===== src/rtl/btk_pkg.sv =====
`default_nettype none
// ----------------------------------------------------------------------------
// btk_pkg: shared types and constants of the bounded top-k score list
// Entry record, command and register codes, cell control bundle.
// ----------------------------------------------------------------------------
package btk_pkg;

   localparam int MAX_ENTRIES_DEF = 64;

   localparam int SCORE_W = 16;
   localparam int CLASS_W = 7;
   localparam int COORD_W = 16;
   localparam int CFG_W   = 7;
   localparam int RANK_W  = 6;
   localparam int COUNT_W = 7;
   localparam int CMD_W   = 2;
   localparam int CSR_IDX_W = 1;

   localparam logic [CFG_W-1:0] CFG_RESET = 7'd64;

   typedef enum logic [CMD_W-1:0] {
      CMD_CLEAR  = 2'd0,
      CMD_INSERT = 2'd1,
      CMD_READ   = 2'd2
   } cmd_type;

   typedef enum logic [CSR_IDX_W-1:0] {
      CSR_CAPACITY   = 1'b0,
      CSR_KEEP_LIMIT = 1'b1
   } csr_idx_type;

   typedef struct packed {
      logic [SCORE_W-1:0] score;
      logic [SCORE_W-1:0] quality;
      logic [CLASS_W-1:0] class_index;
      logic [COORD_W-1:0] left_x;
      logic [COORD_W-1:0] top_y;
      logic [COORD_W-1:0] right_x;
      logic [COORD_W-1:0] bottom_y;
   } entry_type;

   // broadcast to every cell each cycle
   typedef struct packed {
      logic insert;   // place candidate, shift lower entries down
      logic rotate;   // move kept entries up by one, head wraps to tail
   } cell_ctl_type;

endpackage : btk_pkg
`default_nettype wire


===== src/rtl/btk_cell.sv =====
`default_nettype none
// ----------------------------------------------------------------------------
// btk_cell: one slot of the sorted list
// Holds one entry; compares against the broadcast candidate and takes data
// from its upper or lower neighbor on insert or read-out rotation.
// ----------------------------------------------------------------------------
module btk_cell #(
   parameter int IDX_W = 6,
   parameter int IDX   = 0
) (
   input  wire logic                 clock,
   input  wire btk_pkg::cell_ctl_type ctl,
   input  wire logic [IDX_W-1:0]     slot_idx,
   input  wire logic [IDX_W-1:0]     last_idx,
   input  wire btk_pkg::entry_type   cand,
   input  wire btk_pkg::entry_type   left_entry,
   input  wire logic                 left_lt,
   input  wire btk_pkg::entry_type   right_entry,
   input  wire btk_pkg::entry_type   head_entry,
   output      btk_pkg::entry_type   entry,
   output      logic                 lt,
   output      logic                 last_hit
);
   import btk_pkg::*;

   localparam logic [IDX_W-1:0] MY_IDX = IDX_W'(IDX);

   entry_type entry_ff;
   entry_type entry_in;
   logic      act;
   logic      below;

   assign act      = (MY_IDX <= slot_idx);
   assign below    = (entry_ff.score < cand.score);
   assign lt       = act & ((MY_IDX == slot_idx) | below);
   assign last_hit = (MY_IDX == last_idx) & below;
   assign entry    = entry_ff;

   always_comb begin
      entry_in = entry_ff;
      if (ctl.insert && act) begin
         if (left_lt) begin
            entry_in = left_entry;
         end else if (lt) begin
            entry_in = cand;
         end
      end
      if (ctl.rotate) begin
         if (MY_IDX == last_idx) begin
            entry_in = head_entry;
         end else if (MY_IDX < last_idx) begin
            entry_in = right_entry;
         end
      end
   end

   always_ff @(posedge clock) begin
      entry_ff <= entry_in;
   end

endmodule : btk_cell
`default_nettype wire


===== config.mk =====
export PLATFORM = sky130hd
export DESIGN_NAME = btk_cell
export DESIGN_NICKNAME = d
export VERILOG_FILES = /design/src/rtl/btk_pkg.sv /design/src/rtl/btk_cell.sv
export SDC_FILE = /design/constraint.sdc
export NUM_CORES = 1
export LEC_CHECK = 0
export ABC_AREA = 1
export BUFFER_PORTS_ARGS = -buffer_cell sky130_fd_sc_hd__buf_2
export CORE_AREA = 2 2 205 207
export CTS_BUF_LIST = sky130_fd_sc_hd__clkbuf_16
export DETAILED_ROUTE_END_ITERATION = 10
export DIE_AREA = 0 0 207 209
export SETUP_SLACK_MARGIN = 0.02
export SYNTH_ARGS = -nofsm -noshare
export SYNTH_HDL_FRONTEND = slang
export SYNTH_SLANG_ARGS = --single-unit

===== constraint.sdc =====
create_clock -name clock -period 5.44 [get_ports clock]
set_input_delay 1.088 -clock clock [delete_from_list [all_inputs] [get_ports clock]]
set_output_delay 1.088 -clock clock [all_outputs]
set_load 0.02 [all_outputs]

### Word level (Yosys, flattened, before mapping)

Index checks and enable logic that the tools add are counted.

* order comparisons: 3
* mux-type cells: 6
* bitwise gates (word level): 3
* reductions and logical operators: 3

Operator list (number)
* 2-to-1 mux 103 bit: 6
* < comparator 16 bit: 1
* zero test 6 bit: 2
* <= comparator 1 x 6 -> 1 bit (first input constant): 1
* < comparator 1 x 6 -> 1 bit (first input constant): 1
* AND 1 bit: 2
* logical AND 1 bit: 1
* OR 1 bit: 1

* bits in registers: 103
* bits of input ports: 428
* output and inout port bits: 105
* word-level logic and storage cells: 22

### Depth between registers and ports, before layout

Gate-level depths: netlist of run 1.

* depth in word-level cells: 9
* depth in mapped cells: 19
* gate-level depth less buffers: 17

### Least setup slack after synthesis of run 1

OpenSTA, ideal clock, no wires.

* kind: input-to-output
* start: in cand[102] (netlist bit)
* end: out last_hit
* data arrival time: 2334 ps
* data required time: 4352 ps
* slack: 2018 ps
* stages: 10
* buffers on the path: 1
* cells stage by stage: inv_1 ha_1 nand2_1 inv_1 nand3_1 inv_1 a21oi_1 nand2_2 buf_2 nor2_1

* cells in the longest elaborated chain, start to end: 2

Ends and longest elaborated chain
* from (decl): RTL line btk_cell.sv:15 `input wire btk_pkg::entry_type cand,`
* < comparator 16 bit: RTL line btk_cell.sv:34 `assign below = (entry_ff.score < cand.score);`
* AND 1 bit: RTL line btk_cell.sv:36 `assign last_hit = (MY_IDX == last_idx) & below;`
* to (decl): RTL line btk_cell.sv:22 `output logic last_hit`

No other way between the ends.

### Worst setup path after layout of run 1

Same ends and word-level chain as after synthesis.

==> impl_metrics.yaml, run 1 <==
clocking:
  cts.htree.levels: 3
  path_clk_slew_ns: 0.07
  tritoncts: "done"
  post_cts.repair.setup_buffers: 0
  cts-buffers-inserted: 9
  cts_resized: 0
  ctsHoldBuffers: 0
  clockBufferDepth: 2
  clock_latency_ns: 0.37
  cts-root-buf: "clkbuf_16"
  cts_sinks: 103
timing:
  hold_viol: 0
  fin_worst_skew_ns: 0.0126
  rsz0062_at_grt: "no"
  setup_viol: 0
  tightest_slew_ns: 0.863
  fin_ws_ns: 1.55
  timing.fmax_ghz: 0.257
  finalCritPeriodShare_pct: 71.5
  slew_viol_final: 0
  fin_crit_ns: 3.89
  timing.slew.headroom_pct: 42.5
  fin_setup_tns_ns: 0
grt:
  met3_usage_pct: 5.21
  grt_max_degree: 107
  gr-usage-met1_pct: 21.8
  grt_use_total_pct: 17.4
  grt_util_met2_pct: 28.1
  busiest_layer: "met2"
  overflow: 0
  grt_pass1_vias: 11056
  antenna_found_initial: 10
  grt_first_pass_wirelength_um: 60200
logic_synthesis:
  yosysUniqueCellTypes: 18
  yosysSeqAreaShare_pct: 24.4
  synth.most_common_cell: "nand2_1"
  synth_largest_area_cell: "nand2_1"
  synth_common_cells: "nand2_1 (633), nor2_1 (418), nand3_1 (208)"
  yosys-top-cells-area: "nand2_1 (28%), dfxtp_1 (24%), nor2_1 (19%)"
  synth_cells: 1640
  ys_seq_elements: 103
  syn_avg_cell_area_um2: 5.15
  synth-edff-count: 0
  syn-num-nets: 2083
  synth_top_area_share_pct: 28.1
  synthArstFlopShare_pct: 0
  ys.flop_type: "dfxtp_1"
  synth_area_um2: 8450
  yosys_warnings: 0
power_and_ir_drop:
  p_leak_uw: 0.00665
  powerDensity_nw_per_um2: 223
  fin_total_pwr_uw: 2620
  ir_drop_uv: 172
die:
  start_util_pct: 20.5
  die_w_um: 207
  rows: 75
  ios: 533
  core-area_um2: 41300
  die_y_um: 209
  dieArea_um2: 43300
place:
  place.gp.congestion: 0.928
  dpl-instance-area_um2: 11400
  hpwl_um: 29600
  port-buffer-count: 532
  dp_slack_ns: 1.55
detailed_routing:
  vias: 11967
  drtIter0Drc: 1111
  drtPass1Iterations: 6
  ant_nets: 0
  wire_per_inst_um: 15.0
  drc: 0
  wl_um: 39400
  drt-vias-per-instance: 4.56
critical_path:
  crit_chain: "buf_2 -> inv_1 -> ha_1 -> nand2_1 -> inv_1 -> nand3_1 -> inv_1 -> a21oi_1 -> nand2_4 -> nor2_1 -> buf_2"
  crit_arrival_ns: 2.80
  cp_slowest_stage_delay_ns: 0.37
  crit_top_cell: "inv_1"
  worstSetupStartpointType: "primary input"
  rrSetupSlack_ns: 2.49
  crit-reg2reg-launch: "entry[94]$_DFF_P_"
  reg2regPathDepth: 13
  critPathKind: "primary input to output port"
  worst_ep_required_time_ns: 4.35
  cp_max_fo: 47
  cpMaxStageDelayCell: "nand2_4"
  cp-end-kind: "output port"
  r2r_end: "entry[47]$_DFF_P_"
min_path:
  min-delay-start: "entry[69]$_DFF_P_"
  holdPathStages: 4
  holdPathEnd: "entry[69]$_DFF_P_"
  hold_path_class: "flop to flop"
final_layout:
  largest_reg_flops: 103
  final_area_um2: 11800
  drive_above_1_share_pct: 27.3
  nets: 2520
  synthToLayoutAreaGrowth_pct: 39.1
flow_run:
  maxCapViolations: 0
status:
  outcome: "finished clean"
-- through the flow --
stage               util, %  hold WS [ns]  std cells
finish                 28.5         0.549       2627
global route           28.4         0.580       2622
CTS                    28.4         0.555       2621
detailed placement     27.7         0.541       2605
global placement       27.7         0.535       2605
floorplan                 -         0.625       1640
-- critical path: cells and delay by family --
kind	cells	cell delay, ns
adder cells (fa/ha/maj)	1	0.29
buffers and inverters	5	0.41
AO/OA/AOI/OAI	1	0.24
AND/OR/NAND/NOR	4	0.74
-- final cells by class --
| cell class | instances | area (um2) |
|---|---|---|
| diodes | 6 | 15.0 |
| repair buffers | 547 | 2800 |
| well taps | 539 | 674 |
| clock buffers | 9 | 225 |
| multi-input cells | 1392 | 5800 |
| clock inverters | 7 | 71.3 |
| flip-flops and latches | 103 | 2060 |
| fillers | 4755 | 29500 |
| inverters | 24 | 106 |
-- cell families (layout without fill, tap and decap cells) --
group	after synthesis	in the layout	synth area share, %
AND/OR/NAND/NOR	1263	1263	59.3
buffers and inverters	145	587	7.31
AO/OA/AOI/OAI	114	114	6.78
flip-flops	103	103	24.4
adder cells (fa/ha/maj)	15	15	2.22
other	0	6	0
-- cell usage in the layout, fill, tap and decap left out --
cell / n
diode_2: 6
nand2_1: 632
ha_1: 15
o21ai_0: 105
nor4_1: 1
clkinv_1: 1
o21a_1: 1
buf_4: 13
nor2_1: 418
clkinvlp_4: 1
buf_12: 2
bufinv_16: 1
a21oi_1: 8
inv_6: 6
dfxtp_1: 103
nand2_4: 3
buf_2: 532
nand3_1: 207
clkbuf_16: 9
nand3_4: 1
inv_1: 21
clkinv_2: 1
nor3_1: 1
-- how the worst max path moves through the flow --
| stage | from | to | slack (ns) | depth (start not counted) |
|---|---|---|---|---|
| finish | cand[102] | last_hit | 1.55 | 11 |
| global route | cand[98] | last_hit | 1.42 | 9 |
| CTS | cand[102] | last_hit | 1.55 | 11 |
| detailed placement | cand[102] | last_hit | 1.55 | 11 |
| global placement | cand[102] | last_hit | 1.54 | 11 |
| floorplan | cand[102] | last_hit | 2.02 | 10 |
-- per-layer routing --
layer  up-vias  routed length (um)
met5         -                  35
met4         6                1240
met3        77                3470
met2       548               17900
met1      5326               16800
li1       6010                   -
-- where the power goes --
| part | leakage [uW] | switching (uW) | internal [uW] | total [uW] |
|---|---|---|---|---|
| clock | 0.000146 | 345 | 360 | 705 |
| sequential | 0.000867 | 71.0 | 839 | 910 |
| combinational | 0.00564 | 627 | 374 | 1000 |
| total | 0.00665 | 1040 | 1570 | 2620 |
Power figures use the tool's default switching activity.
==> run 2, diff against run 1 <==
==> constraint.sdc (replaced) <==
create_clock -name clock -period 3.1 [get_ports clock]
set_input_delay 0.62 -clock clock [delete_from_list [all_inputs] [get_ports clock]]
set_output_delay 0.62 -clock clock [all_outputs]
set_load 0.02 [all_outputs]
==> impl_metrics.yaml, run 2 (synthesized netlist as in run 1, its figures left out) <==
die:
  rows: 75
  die_w_um: 207
  core-area_um2: 41300
  ios: 533
  dieArea_um2: 43300
  die_y_um: 209
  start_util_pct: 20.5
clocking:
  cts-buffers-inserted: 9
  tritoncts: "done"
  cts-root-buf: "clkbuf_16"
  clock_latency_ns: 0.38
  post_cts.repair.setup_buffers: 0
  ctsHoldBuffers: 0
  cts.htree.levels: 3
  cts_resized: 0
  clockBufferDepth: 2
  path_clk_slew_ns: 0.09
  cts_sinks: 103
critical_path:
  rrSetupSlack_ns: 0.82
  worstSetupStartpointType: "flop"
  cp-end-kind: "output port"
  critPathKind: "flop to output port"
  r2r_end: "entry[43]$_DFF_P_"
  crit_arrival_ns: 2.00
  reg2regPathDepth: 15
  cp_max_fo: 5
  worst_ep_required_time_ns: 2.48
  crit-reg2reg-launch: "entry[102]$_DFF_P_"
timing:
  tightest_slew_ns: 0.724
  rsz0062_at_grt: "no"
  timing.slew.headroom_pct: 51.3
  setup_viol: 0
  finalCritPeriodShare_pct: 84.6
  fin_setup_tns_ns: 0
  fin_ws_ns: 0.479
  slew_viol_final: 0
  timing.fmax_ghz: 0.381
  fin_crit_ns: 2.62
  hold_viol: 0
  fin_worst_skew_ns: 0.0181
detailed_routing:
  drtPass1Iterations: 5
  wire_per_inst_um: 15.0
  vias: 12084
  drt-vias-per-instance: 4.56
  drtIter0Drc: 907
  ant_nets: 0
  drc: 0
  wl_um: 39800
power_and_ir_drop:
  p_leak_uw: 0.00681
  ir_drop_uv: 220
  powerDensity_nw_per_um2: 385
  fin_total_pwr_uw: 4640
place:
  dpl-instance-area_um2: 11700
  port-buffer-count: 532
  dp_slack_ns: 0.447
  dp_cells: 2628
  hpwl_um: 30600
  place.gp.congestion: 0.927
final_layout:
  final_area_um2: 12000
  drive_above_1_share_pct: 28.1
  mostFrequentLayoutCell: "nand2_1"
  largest_reg_flops: 103
  nets: 2543
  instances_no_fill: 2648
  synthToLayoutAreaGrowth_pct: 42.4
  layout_common_cells: "nand2_1 (632), buf_2 (532), nor2_1 (418)"
min_path:
  holdPathEnd: "entry[65]$_DFF_P_"
  hold_path_class: "primary input to flop"
  min-delay-start: "right_entry[65]"
  holdPathStages: 3
grt:
  grt_util_met2_pct: 28.9
  grt_first_pass_wirelength_um: 60400
  overflow: 0
  grt_max_degree: 73
  busiest_layer: "met2"
  antenna_found_initial: 11
  grt_use_total_pct: 17.5
  met3_usage_pct: 4.51
  gr-usage-met1_pct: 21.9
  grt_pass1_vias: 11120
status:
  outcome: "finished clean"
flow_run:
  maxCapViolations: 0
-- run 2: changes by cell type in the layout (fill, tap and decap cells not counted) --
cell,before,now
inv_6,6,3
inv_1,21,22
buf_12,2,11
clkinv_4,0,2
buf_4,13,27
diode_2,6,4
-- run 2: worst max-delay path: stages (launching register included) --
cell and delay (ns):
dfxtp_1 0.42, ha_1 0.28, nand2_1 0.09, inv_1 0.04
nand3_1 0.07, inv_1 0.05, a21oi_1 0.24, nand2_4 0.14
nor2_1 0.10, buf_2 0.20
-- run 2: metal layers --
layer,part of all wire (%),vias up
met5,0.12,-
met4,2.5,8
met3,8.6,70
met2,46,568
met1,42,5381
li1,-,6057
-- run 2: layout make-up --
| cell class | instances | area (um2) |
|---|---|---|
| Antenna cell | 4 | 10.0 |
| Clock buffer | 9 | 225 |
| Clock inverter | 7 | 66.3 |
| Fill cell | 4771 | 29300 |
| Inverter | 24 | 106 |
| Multi-Input combinational cell | 1392 | 5800 |
| Sequential cell | 103 | 2060 |
| Tap cell | 539 | 674 |
| Timing Repair Buffer | 570 | 3090 |
-- run 2: worst max path at each step --
stage                             startpoint                end  slack (ns)  cells after the start
after floorplan                    cand[102]           last_hit        0.61                     10
after global placement             cand[102]           last_hit        0.44                     11
after detailed placement           cand[102]  entry[43]$_DFF_P_        0.45                     15
after CTS                 entry[102]$_DFF_P_           last_hit        0.40                      7
after global routing      entry[102]$_DFF_P_           last_hit        0.28                      9
final                     entry[102]$_DFF_P_           last_hit        0.48                      9
-- run 2: stage by stage --
stage / utilization (%) / hold slack [ns]
2_1_floorplan: - / 0.625
3_3_place_gp: 28.4 / 0.533
3_5_place_dp: 28.4 / 0.540
4_1_cts: 29.1 / 0.442
5_1_grt: 29.1 / 0.462
6_report: 29.1 / 0.471
-- run 2: report_power, final --
group	switching [uW]	total, uW	internal [uW]
logic	1110	1820	705
clock network	599	1220	623
registers	125	1600	1470
==> run 3, diff against run 2 <==
==> constraint.sdc (replaced) <==
create_clock -name clock -period 2.37 [get_ports clock]
set_input_delay 0.474 -clock clock [delete_from_list [all_inputs] [get_ports clock]]
set_output_delay 0.474 -clock clock [all_outputs]
set_load 0.02 [all_outputs]
==> impl_metrics.yaml, run 3 (synthesized netlist as in run 1, its figures left out) <==
status:
  outcome: "finished clean"
power_and_ir_drop:
  powerDensity_nw_per_um2: 496
  p_leak_uw: 0.00699
  ir_drop_uv: 323
detailed_routing:
  drc: 0
  drtPass1Iterations: 6
  drtIter0Drc: 1080
  wire_per_inst_um: 14.8
  vias: 12029
  drt-vias-per-instance: 4.49
  wl_um: 39700
  ant_nets: 0
final_layout:
  instances_no_fill: 2679
  drive_above_1_share_pct: 30.9
  nets: 2575
  layout_common_cells: "nand2_1 (628), buf_2 (530), nor2_1 (417)"
  mostFrequentLayoutCell: "nand2_1"
  largest_reg_flops: 103
  synthToLayoutAreaGrowth_pct: 48.7
place:
  dp_cells: 2653
  hpwl_um: 30900
  place.gp.congestion: 0.913
  port-buffer-count: 532
flow_run:
  maxCapViolations: 0
critical_path:
  reg2regPathDepth: 14
  cp_max_fo: 3
  worstSetupStartpointType: "flop"
  cp-end-kind: "output port"
  critPathKind: "flop to output port"
  crit_arrival_ns: 1.83
  worst_ep_required_time_ns: 1.90
timing:
  setup_viol: 0
  finalCritPeriodShare_pct: 97.0
  fin_worst_skew_ns: 0.0159
  timing.slew.headroom_pct: 52.8
  slew_viol_final: 0
  hold_ws_ns: 0.330
  tightest_slew_ns: 0.701
  hold_viol: 0
  rsz0062_at_grt: "yes"
  timing.fmax_ghz: 0.435
  fin_crit_ns: 2.30
grt:
  grt_pass1_vias: 11272
  busiest_layer: "met2"
  antenna_found_initial: 9
  grt_util_met2_pct: 29.6
  grt_first_pass_wirelength_um: 60500
  gr-usage-met1_pct: 22.0
  met3_usage_pct: 4.52
  grt_use_total_pct: 17.5
  overflow: 0
  grt_max_degree: 61
clocking:
  path_clk_slew_ns: 0.09
  ctsHoldBuffers: 0
  cts_sinks: 103
  tritoncts: "done"
  clock_latency_ns: 0.38
  clockBufferDepth: 2
  cts.htree.levels: 3
  cts-buffers-inserted: 9
  cts-root-buf: "clkbuf_16"
die:
  start_util_pct: 20.5
  core-area_um2: 41300
  ios: 533
  dieArea_um2: 43300
  rows: 75
  die_y_um: 209
  die_w_um: 207
min_path:
  holdPathStages: 3
  hold_path_class: "primary input to flop"
[run 3: changes by cell type in the layout (fill, tap and decap cells not counted), moves of 10 or more]
| cell | change |
|---|---|
| buf_4 | +27 |
| dfxtp_1 | -11 |
| dfxtp_2 | +10 |
| ha_1 | -10 |
| ha_4 | +10 |
[run 3: stage by stage]
step | utilization (%) | total power (uW) | instance area [um2] | worst slack [ns] | setup TNS (ns)
after floorplan | - | 3530 | 8450 | 0.176 | 0
after global placement | 29.0 | 4530 | 12000 | -0.175 | -0.270
after detailed placement | 29.0 | 4550 | 12000 | -0.153 | -0.206
after CTS | 30.2 | 6270 | 12500 | 0.0224 | 0
after global routing | 30.4 | 6680 | 12600 | -0.0190 | -0.0190
final | 30.4 | 6230 | 12600 | 0.0703 | 0
[run 3: repair_timing]
| item | 4_1_cts | 5_1_grt |
|---|---|---|
| gates resized for setup | 34 | 16 |
| setup endpoints to repair | 2 | 2 |
| setup buffers | 7 | 0 |
| pin swaps | 11 | 5 |
| endpoints found under the hold margin | 0 | 0 |
[run 3: power by group]
| part | switching (uW) | leakage (uW) | total (uW) | internal [uW] |
|---|---|---|---|---|
| logic | 1500 | 0.00599 | 2530 | 1030 |
| clock network | 786 | 0.000137 | 1600 | 814 |
| registers | 164 | 0.000869 | 2100 | 1930 |
[run 3: path summary, 6_finish.rpt]
check / startpoint / to / slack (ns)
setup / recovery: entry[96]$_DFF_P_ / last_hit / 0.07
setup reg to reg: entry[96]$_DFF_P_ / entry[56]$_DFF_P_ / 0.28
hold reg to reg: entry[64]$_DFF_P_ / entry[64]$_DFF_P_ / 0.55
hold / removal: right_entry[34] / entry[34]$_DFF_P_ / 0.33
[run 3: worst max-delay path, stage by stage (launching register included)]
cell     delay (ns)
dfxtp_2        0.34
ha_4           0.21
a21oi_1        0.17
o21ai_2        0.11
a21oi_4        0.17
nand2_4        0.09
buf_12         0.13
nor2_4         0.10
buf_6          0.13
[run 3: cell type report]
type                       instances  area [um2]
multi-input combinational       1392        6000
timing repair buffer             602        3400
tap                              539         674
clock buffer                       9         225
clock inverter                     6        62.6
inverter                          24         109
antenna                            4        10.0
sequential                       103        2080
fill                            4683       28700
[run 3: routing by layer]
metal | wire (um) | vias up
met5 | 33 | -
li1 | - | 6124
met1 | 17100 | 5344
met3 | 3170 | 39
met2 | 18800 | 516
met4 | 634 | 6
